## src/sv/hsfc_pkg.sv

```systemverilog
// Package with the binary32/binary16 format constants and the conversion functions.
package hsfc_pkg;

	// Request selector codes
	typedef enum logic {
		FUNC_S2H = 1'b0,
		FUNC_H2S = 1'b1
	} func_t;

	localparam logic [7:0]  SGL_EXP_MAX     = 8'hFF;
	localparam logic [7:0]  SGL_EXP_UFLOW   = 8'd102;  // below: flush to signed zero
	localparam logic [7:0]  SGL_EXP_SUBN    = 8'd112;  // at or below: half subnormal
	localparam logic [7:0]  SGL_EXP_OFLOW   = 8'd143;  // at or above: inf or NaN
	localparam logic [7:0]  SUBN_SHIFT_BASE = 8'd113;  // shift = base - exponent
	localparam logic [7:0]  BIAS_DIFF       = 8'd112;  // 127 - 15
	localparam logic [7:0]  SUBN_EXP_BASE   = 8'd103;  // single exponent for lead bit 0
	localparam logic [30:0] SGL_INF_MAG     = 31'h7F800000;
	localparam logic [14:0] HALF_QNAN       = 15'h7E00;
	localparam logic [14:0] HALF_INF        = 15'h7C00;
	localparam logic [4:0]  HALF_EXP_MAX    = 5'd31;

	// Convert a binary32 pattern to binary16 (zero-extended to 32 bits)
	function automatic logic [31:0] f32_to_f16(input logic [31:0] f);
		logic        sgn;
		logic [7:0]  ef;
		logic [9:0]  m;
		logic [10:0] subn;
		logic [7:0]  sh;
		logic        inc;
		logic [14:0] body;
		logic [4:0]  e5;
		sgn  = f[31];
		ef   = f[30:23];
		m    = f[22:13];
		sh   = SUBN_SHIFT_BASE - ef;
		subn = {1'b1, m} >> sh[3:0];
		inc  = f[12] & ((f[11:0] != 12'd0) | m[0]);
		e5   = ef[4:0] - BIAS_DIFF[4:0];
		if (f[30:0] == 31'd0 || ef < SGL_EXP_UFLOW) begin
			body = 15'd0;
		end else if (ef <= SGL_EXP_SUBN) begin
			body = {4'd0, subn};
		end else if (ef >= SGL_EXP_OFLOW) begin
			if (f[30:0] > SGL_INF_MAG) begin
				body = HALF_QNAN | {8'd0, m[9:3]};
			end else begin
				body = HALF_INF;
			end
		end else begin
			// round to nearest even; a mantissa carry walks into the exponent
			body = {e5, m} + {14'd0, inc};
		end
		return {16'd0, sgn, body};
	endfunction

	// Convert a binary16 pattern to binary32
	function automatic logic [31:0] f16_to_f32(input logic [15:0] h);
		logic       sgn;
		logic [4:0] e;
		logic [9:0] m;
		logic [3:0] p;
		logic [3:0] sh;
		logic [9:0] mn;
		logic [7:0] es;
		logic [31:0] r;
		sgn = h[15];
		e   = h[14:10];
		m   = h[9:0];
		p   = 4'd0;
		for (int i = 0; i < 10; i++) begin
			if (m[i]) begin
				p = 4'(i);
			end
		end
		sh = 4'd10 - p;
		mn = m << sh;
		es = SUBN_EXP_BASE + {4'd0, p};
		if (e == 5'd0) begin
			if (m == 10'd0) begin
				r = {sgn, 31'd0};
			end else begin
				r = {sgn, es, mn, 13'd0};
			end
		end else if (e == HALF_EXP_MAX) begin
			r = {sgn, SGL_EXP_MAX, m, 13'd0};
		end else begin
			r = {sgn, {3'd0, e} + BIAS_DIFF, m, 13'd0};
		end
		return r;
	endfunction

endpackage

```

## src/sv/half_single_format_converter_top.sv

```systemverilog
// Half/single format converter: input register, conversion logic, result register.
//
// Usage:
//   Raise start with func, single_bits and half_bits for one cycle per request.
//   func 0 converts the binary32 in single_bits to binary16 (low 16 bits of
//   result_bits, upper bits zero); func 1 converts half_bits to binary32.
//   busy is always low, so a request is taken on every cycle start is high.
// Throughput:
//   One request per cycle. The input register holds the request, and the
//   conversion logic between it and the result register is combinational;
//   done and result_bits are driven from the result register stage. done
//   marks result_bits for exactly one cycle.
// Receiver:
//   The receiver cannot stall; each result must be taken in its done cycle.
// Reset:
//   arst_n low clears both valid flags, dropping any request in flight.
//   The payload and result registers are not reset.
module half_single_format_converter_top
	import hsfc_pkg::*;
(
	input  logic        clk,
	input  logic        arst_n,
	input  logic        start,
	output logic        busy,
	input  logic        func,
	input  logic [31:0] single_bits,
	input  logic [15:0] half_bits,
	output logic        done,
	output logic [31:0] result_bits
);

	logic        valid_s1;
	func_t       func_s1;
	logic [31:0] single_s1;
	logic [15:0] half_s1;
	logic [31:0] conv;
	logic        done_q;
	logic [31:0] result_q;

	assign busy = 1'b0;

	// Hold the request valid flags
	always_ff @(posedge clk or negedge arst_n) begin
		if (!arst_n) begin
			valid_s1 <= 1'b0;
			done_q   <= 1'b0;
		end else begin
			valid_s1 <= start & ~busy;
			done_q   <= valid_s1;
		end
	end

	// Capture the request payload
	always_ff @(posedge clk) begin
		if (start & ~busy) begin
			func_s1   <= func_t'(func);
			single_s1 <= single_bits;
			half_s1   <= half_bits;
		end
	end

	// Convert in the selected direction
	always_comb begin
		case (func_s1)
			FUNC_S2H: conv = f32_to_f16(single_s1);
			FUNC_H2S: conv = f16_to_f32(half_s1);
			default:  conv = 32'd0;
		endcase
	end

	// Register the result
	always_ff @(posedge clk) begin
		if (valid_s1) begin
			result_q <= conv;
		end
	end

	assign done        = done_q;
	assign result_bits = result_q;

	// A request leads to a result through the input and result registers
	a_latency: assert property (@(posedge clk) disable iff (!arst_n)
		start |-> ##2 done)
		else $error("request did not produce a result after two cycles");

	// A result is only shown for a request held in the input stage
	a_done_src: assert property (@(posedge clk) disable iff (!arst_n)
		done |-> $past(valid_s1))
		else $error("result strobe without a request");

	// A half result keeps the upper 16 bits clear
	a_half_upper: assert property (@(posedge clk) disable iff (!arst_n)
		(valid_s1 && func_s1 == FUNC_S2H) |=> (result_bits[31:16] == 16'd0))
		else $error("half result has upper bits set");

	// The block never refuses a request
	a_never_busy: assert property (@(posedge clk) disable iff (!arst_n)
		!busy)
		else $error("busy raised");

endmodule
```

## config.mk

```make
export PLATFORM = sky130hd
export DESIGN_NAME = half_single_format_converter_top
export DESIGN_NICKNAME = d
export VERILOG_FILES = /design/src/sv/hsfc_pkg.sv /design/src/sv/half_single_format_converter_top.sv
export SDC_FILE = /design/constraint.sdc
export NUM_CORES = 1
export LEC_CHECK = 0
export ABC_AREA = 1
export BUFFER_PORTS_ARGS = -buffer_cell sky130_fd_sc_hd__buf_2
export CAP_MARGIN = 20
export CORE_MARGIN = 1
export CORE_UTILIZATION = 60
export CTS_CLUSTER_DIAMETER = 80
export CTS_CLUSTER_SIZE = 40
export DETAILED_ROUTE_END_ITERATION = 16
export PLACE_DENSITY = 0.93
export SETUP_SLACK_MARGIN = 0.05
export SYNTH_ARGS = -nofsm -noshare
export SYNTH_HDL_FRONTEND = slang
export SYNTH_SLANG_ARGS = --single-unit
```

## constraint.sdc

```tcl
create_clock -name clk -period 7.2 [get_ports clk]
set_clock_uncertainty 0.2 [all_clocks]
set_input_delay 0.72 -clock clk [delete_from_list [all_inputs] [get_ports clk]]
set_output_delay 0.72 -clock clk [all_outputs]
set_load 0.01 [all_outputs]
```

Word level (Yosys, flattened, before mapping)
Index checks and enable logic that the tools add are counted.
{ "word_totals": {"output_inout_bits": 34, "mem_bits_rw": 0, "register_bits": 83, "n_memories": 0, "inputBits": 52, "latchBits": 0, "elab_cells": 45, "rom_bits": 0} }
{ "op_classes": {"bitwise_logic": 3, "order_cmp": 4, "add_sub_neg": 6, "n_mul": 0, "div": 0, "n_reduce_logical": 5, "mux": 18, "n_shift": 2, "eq_ne": 1} }
{ "ops": {"columns": ["operator", "count"], "rows": [
  ["$mux W31", 3],
  ["$pmux W32 S2", 1],
  ["$mux W15", 3],
  ["$mux W4", 9],
  ["$gt A31 B31 Y1 const B", 1],
  ["$logic_not A31 Y1", 1],
  ["$add A15 B1 Y15", 1],
  ["$reduce_bool A12 Y1", 1],
  ["$shr A11 B4 Y11", 1],
  ["$logic_not A10 Y1", 1],
  ["$mux W10", 1],
  ["$shl A10 B4 Y10", 1],
  ["$add A5 B7 Y8 const B", 1],
  ["$add A7 B4 Y8 const A", 1],
  ["$ge A8 B8 Y1 const B", 1],
  ["$le A8 B7 Y1 const B", 1],
  ["$lt A8 B7 Y1 const B", 1],
  ["$eq A5 B5 Y1 const B", 1],
  ["$logic_not A5 Y1", 1],
  ["$sub A5 B5 Y5 const B", 1],
  ["$sub A1 B4 Y4 const A", 1],
  ["$sub A4 B4 Y4 const A", 1],
  ["$and A1 B1 Y1", 1],
  ["$logic_or A1 B1 Y1", 1],
  ["3 further kinds", 3]
]} }

Longest topological paths before layout
Gate-level depths: netlist (run 1).
{ "logic_depth": {"word_depth": 15, "depth_mapped": 19, "ltp_nobuf": 17} }

Least setup slack after synthesis (run 1)
OpenSTA, ideal clock, no wires.
{ "synth_path": {"kind": "reg-to-reg", "start": "register half_s1[2]", "end": "register result_q[21] (netlist: result_bits[21]) (data pin)", "t_arrival_ps": 2187, "stages_incl_launch_ff": 19, "setup_ps": 269, "t_required_ps": 6731, "slack_ps": 4544, "period_less_slack_ps": 2656, "n_path_buf": 3, "cell_sequence": "edfxtp_1 > inv_1 > nand2_1 > nand2_1 > nand2_1 > nand2_1 > nand2_2 > nand2_4 > nand2_4 > buf_6 > ha_1 > buf_2 > inv_1 > clkbuf_1 > nand3_1 > a21oi_1 > nand2_1 > nand2_1 > a21oi_2"} }
{ "synth_between": {"elab_chain_len": 14, "elab_cells_between_ends": 15, "classes_between": "add/sub: 1; shift: 1; mux: 12; reduce/logical: 1"} }
{ "synth_lines": {"columns": ["item", "line_no", "source"], "rows": [
  ["from (decl)", "half_single_format_converter_top.sv:35", "logic [15:0] half_s1;"],
  ["from (signal assigned)", "half_single_format_converter_top.sv:58", "half_s1 <= half_bits;"],
  ["$mux W4 (8 in series)", "hsfc_pkg.sv:71", "if (m[i]) begin"],
  ["$mux W4", "half_single_format_converter_top.sv:64", "case (func_s1)"],
  ["$sub A4 B4 Y4", "hsfc_pkg.sv:75", "sh = 4'd10 - p;"],
  ["$shl A10 B4 Y10", "hsfc_pkg.sv:76", "mn = m << sh;"],
  ["$mux W31 (*)", "hsfc_pkg.sv:79", "if (m == 10'd0) begin"],
  ["$mux W31 (*)", "hsfc_pkg.sv:78", "if (e == 5'd0) begin"],
  ["$pmux W32 S2 (*)", "half_single_format_converter_top.sv:64", null],
  ["to (signal assigned)", "half_single_format_converter_top.sv:74", "result_q <= conv;"],
  ["to (decl)", "half_single_format_converter_top.sv:38", "logic [31:0] result_q;"]
]} }
Mark *: on every way between the ends. The rest lies on a longest branch, timed or not. The select of a mux whose other input is x is not followed.
A chain may end at the register's enable or synchronous reset.

Final worst setup path (run 1)
Ends and elaborated chain as after synthesis.

==> impl_metrics.ini, run 1 <==
[status]
status = completed

[global_routing]
gr-usage-all-layers_pct = 30.02
grt_first_pass_wirelength_mm = 16.82
grt_overflow = 0
grt_antenna_before_repair = 0
grt_max_degree = 51
grt_pass1_vias = 3381

[detailed_routing]
post_drt_wl_per_cell_um = 16.61
vias = 3725
wl_mm = 10.79
drt_iter0_markers = 552
viasPerCell = 5.731
remaining_drc_errors = 0
first_pass_iters = 5
drtAntennaViolNets = 0

[clock_network]
clockBufferDepth = 2
ctsResizeCount = 0
cts_max_level = 3
clk_latency_ns = 0.35
post_cts_buffers = 0
root_buffer = clkbuf_8
cts_tree = yes
cts.sinks = 82
clkTransAtPathRegs_ns = 0.09
cts_made_buffers = 9
hold_buffers = 1

[worst_setup_path]
endpoint_kind = flip-flop
critPathKind = reg -> reg
r2r-start = half_s1[2]
startpoint_type = flip-flop
critPathLaunch = half_s1[2]
worstPathMaxFanout = 12
crit_arrival_ns = 2.85
cp_data_required_time_ns = 7.09

[floorplan]
die_area_um2 = 7585
coreArea_um2 = 6907
die_y_um = 87.09
initial_core_util_pct = 62.90
die_width_um = 87.09
pin_count = 86
rows = 30

[layout]
area_delta_synth_final_pct = 17.08
final_nets = 606
nFillCells = 543
antenna_cells = 0
final_core_util_pct = 73.64
drive_above_1_share_pct = 23.29
layout_common_cells = 103 x nand2_1, 84 x buf_2, 80 x edfxtp_1, 50 x inv_1, 40 x nand3_1
stdcell_count = 650
multi_input_area_um2 = 1615
seq_area_um2 = 2452
final_common_cell = nand2_1

[sta]
setup_viol = 0
finalMaxSlewViolations = 0
tightest_slew_ns = 0.8951
hold_viol_final = 0
finalCritPeriodShare_pct = 41.23
setup_tns_ns = 0
max_freq_mhz = 336.8
holdWs_ns = 0.3360
rsz0062_at_grt = no
finalCriticalPeriod_ns = 2.969
layout_setup_ws_ns = 4.231
slew_headroom_pct = 39.70

[synthesis]
synth_edf_count = 80
synthFlopType = edfxtp_1
syn_area_per_cell_um2 = 9.362
syn-num-nets = 521
synth_area_um2 = 4344
synthArstFlopShare_pct = 2.439
seq_area_frac_synth_pct = 56.45
ys_seq_elements = 82
ys_types = 41
yosysWarnings = 0
synth_cells = 464

[placed_design]
pre_cts_slack_ns = 4.280
gp_congestion = 1.048
dpl.cell_count = 631
hpwl_mm = 7.927
portBuffers = 84

[power]
vdd_drop_max_uv = 204.8
power_density_nw_per_um2 = 230.8
leakagePower_uw = 0.002176

[flow_run]
drv_cap = 0

[hold_path]
hp-class = in -> reg
min_from = single_bits[7]
[cell families after synthesis]
logic type,count (synthesis),share of synthesized area [%]
simple gates,213,22.70
buf+inv,67,6.365
flops,82,56.45
xor+xnor,6,1.642
fa+ha+maj,5,1.440
compound gates,90,11.32
other cells,1,0.08632
[final timing paths]
kind	to	slack [ns]	cells after the start
max in group asynchronous	valid_s1	6.21	2
min in group asynchronous	done	0.50	2
min	single_s1[7]	0.34	1
max reg2reg	result_bits[21]	4.23	16
max	result_bits[21]	4.23	16
min reg2reg	result_bits[31]	0.35	2
[power by group]
part           leakage (µW)  switching [µW]  internal [µW]  total [µW]
logic               0.00127             137           75.1         212
clock network      0.000107             165            195         359
registers          0.000801            31.1            571         602
total               0.00218             333            840        1170
[registers in the layout, summed over array words and instances, names as in the netlist]
name,flops
half_s1,16
valid_s1,1
single_s1,32
result_bits,31
func_s1,1
done,1
[per-layer routing]
layer | routed length, µm | global-route usage, % | part of all wire (%)
met3 | 1105 | 7.109 | 10
met2 | 4715 | 45.53 | 44
met5 | 0 | 0 | 0
met4 | 143 | 9.836 | 1.3
met1 | 4830 | 42.97 | 45
[final cells by class]
type	instances	area share, %
multi-input combinational	315	31.76
timing repair buffer	87	9.397
clock inverter	7	1.845
sequential	82	48.22
clock buffer	9	2.435
tap	96	2.362
inverter	54	3.985
[stage by stage]
step	power [µW]	cell area [µm²]
after global routing	1227	5086
after CTS	1173	5039
after floorplan	742.3	4344
after global placement	813.3	4811
final	1174	5086
after detailed placement	815.7	4811
[worst max-delay path, cell delays in order (launching register included)]
cell and delay (ns):
edfxtp_1 0.47, inv_1 0.11, nand2_1 0.05, nand2_1 0.06, nand2_1 0.05, nand2_1 0.07, nand2_2 0.06, nand2_4 0.11
nand2_4 0.11, ha_1 0.53, inv_1 0.29, nor2_1 0.16, a21oi_1 0.08, a21oi_1 0.16, nand2_1 0.07, nand2_1 0.07
a21oi_2 0.05
[cells in the mapped netlist, types with 5 or more instances]
master,instances,area (µm²)
a21oi_1,30,150.1
clkbuf_1,6,22.52
edfxtp_1,80,2402
ha_1,5,62.56
inv_1,50,187.7
nand2_1,103,386.6
nand2_2,6,37.54
nand3_1,40,200.2
nand4_1,7,43.79
nor2_1,30,112.6
nor2_2,5,31.28
nor3_1,9,45.04
o211ai_1,5,37.54
o21ai_0,38,190.2
o21ai_1,6,30.03
No activity file was read; power rests on OpenSTA's default activity.
==> inputs of run 2 (changes only) <==
CORE_UTILIZATION = 50   (was 60)
PLACE_DENSITY = 0.83   (was 0.93)
clock period = 2.6 ns   (was 7.2 ns; I/O delays follow)
==> run 2 against run 1 <==
Compared with the run above:
- total power increased to 2.9 times the previous value
- sequential power grew to 2.7 times the previous value
- fmax increased by 20%
- sequential cell count is the same
- clock power increased to 2.6 times the previous value
- first-iteration DRC count is 17% lower
- setup slack worse by 4.1 ns
==> impl_metrics.ini, run 2 (synthesized netlist as in run 1, its figures left out) <==
[detailed_routing]
remaining_drc_errors = 0
vias = 4018
first_pass_iters = 5
viasPerCell = 5.415
wl_mm = 11.95
drt_iter0_markers = 460
post_drt_wl_per_cell_um = 16.10
drtAntennaViolNets = 0

[clock_network]
cts.sinks = 82
cts_made_buffers = 9
clockBufferDepth = 2
clk_latency_ns = 0.36
clkTransAtPathRegs_ns = 0.09
root_buffer = clkbuf_8
cts_tree = yes
cts_max_level = 3

[hold_path]
hp-class = in -> async

[sta]
holdWs_ns = 0.04163
setup_viol = 0
hold_viol_final = 0
max_freq_mhz = 403.7
slew_headroom_pct = 58.46
finalCriticalPeriod_ns = 2.477
tightest_slew_ns = 0.6231
finalCritPeriodShare_pct = 95.28
rsz0062_at_grt = yes
finalMaxSlewViolations = 0

[worst_setup_path]
crit_top_cell = nand2_1
path_cells = inv_1, nand2_1, nand2_1, nand2_1, nand2_2, nand2_4, nand2_8, inv_1, ha_2, xnor2_4, buf_4, nor2_4, o211ai_1, nand3_1, nand2_1, inv_1
cp_slowest_cell = edfxtp_1
critPathMaxStageDelay_ns = 0.48
endpoint_kind = flip-flop
crit_arrival_ns = 2.39
critPathKind = reg -> reg
worstPathMaxFanout = 6
startpoint_type = flip-flop
cp_data_required_time_ns = 2.51

[floorplan]
initial_core_util_pct = 52.34
coreArea_um2 = 8299
die_width_um = 95.21
pin_count = 86
die_y_um = 95.21
rows = 33
die_area_um2 = 9065

[layout]
area_delta_synth_final_pct = 34.97
drive_above_1_share_pct = 27.16
antenna_cells = 0
layout_common_cells = 100 x nand2_1, 84 x buf_2, 80 x edfxtp_1, 50 x dlygate4sd3_1, 49 x inv_1
final_common_cell = nand2_1
largest_reg_flops = 32
top_register = single_s1
final_nets = 689
final_core_util_pct = 70.65
nFillCells = 609
fin_area_um2 = 5863

[placed_design]
gp_congestion = 0.9537
post_dp_cell_area_um2 = 4987
hpwl_mm = 7.938
portBuffers = 84

[global_routing]
grt_overflow = 0
grt_antenna_before_repair = 0
grt_pass1_vias = 3661
grt_max_degree = 51
gr-usage-all-layers_pct = 27.21
grt_first_pass_wirelength_mm = 18.41

[power]
power_density_nw_per_um2 = 575.4
leakagePower_uw = 0.002528
vdd_drop_max_uv = 454.2

[status]
status = completed

[flow_run]
drv_cap = 0
==> run 2: critical path: cells and delay by family (launching register included) <==
family	cells	cell delay [ns]
AO/OA/AOI/OAI	1	0.08
XOR/XNOR	1	0.24
adder cells (fa/ha/maj)	1	0.21
AND/OR/NAND/NOR	9	0.64
buffers and inverters	4	0.38
flip-flops	1	0.48
==> run 2: metal layers <==
layer	global-route usage (%)	wire length, µm	share of wire (%)
met5	0	0	0
met4	7.955	205	1.7
met3	4.625	883	7.4
met2	42.32	5615	47
met1	39.04	5243	44
==> run 2: final timing paths <==
path | from | end | slack, ns | cells past startpoint
hold reg to reg | half_s1[15] | result_bits[31] | 0.33 | 2
setup reg to reg | half_s1[3] | result_bits[20] | 0.12 | 16
hold / removal | arst_n | done | 0.04 | 2
max in group asynchronous | arst_n | valid_s1 | 2.06 | 2
setup / recovery | half_s1[3] | result_bits[20] | 0.12 | 16
min in group clk | start | valid_s1 | 0.26 | 2
==> run 2: final cells by class <==
cell class / instances / area (µm²) / area share, %
clock buffer: 9 / 123.9 / 2.113
sequential: 82 / 2452 / 41.83
inverter: 54 / 206.4 / 3.521
tap: 105 / 131.4 / 2.241
clock inverter: 7 / 76.32 / 1.302
multi-input combinational: 315 / 1669 / 28.47
timing repair buffer: 170 / 1204 / 20.53
==> run 2: power by group <==
part / total (µW) / leakage [µW] / internal [µW] / switching, µW
sequential: 1650 / 0.000801 / 1580 / 69.4
clock: 936 / 0.0000966 / 452 / 484
combinational: 787 / 0.00163 / 342 / 446
==> run 2: through the flow <==
stage / TNS [ns] / cells / total power, µW / worst slack [ns]
after floorplan: 0 / 464 / 2057 / 0.05376
after global placement: 0 / 662 / 2305 / 0.1329
after detailed placement: 0 / 662 / 2308 / 0.06965
after CTS: 0 / 728 / 3283 / 0.04986
after global routing: -0.1432 / 742 / 3529 / -0.06066
final: 0 / 742 / 3374 / 0.1227
==> run 2: repair_timing <==
item / in CTS / in global routing
buffers inserted: 0 / 14
pin swaps: 0 / 13
cloned: 0 / 0
setup endpoints to repair: 1 / 12
gates resized for setup: 0 / 13
hold buffers: 50 / 0
hold endpoints to repair: 51 / 0
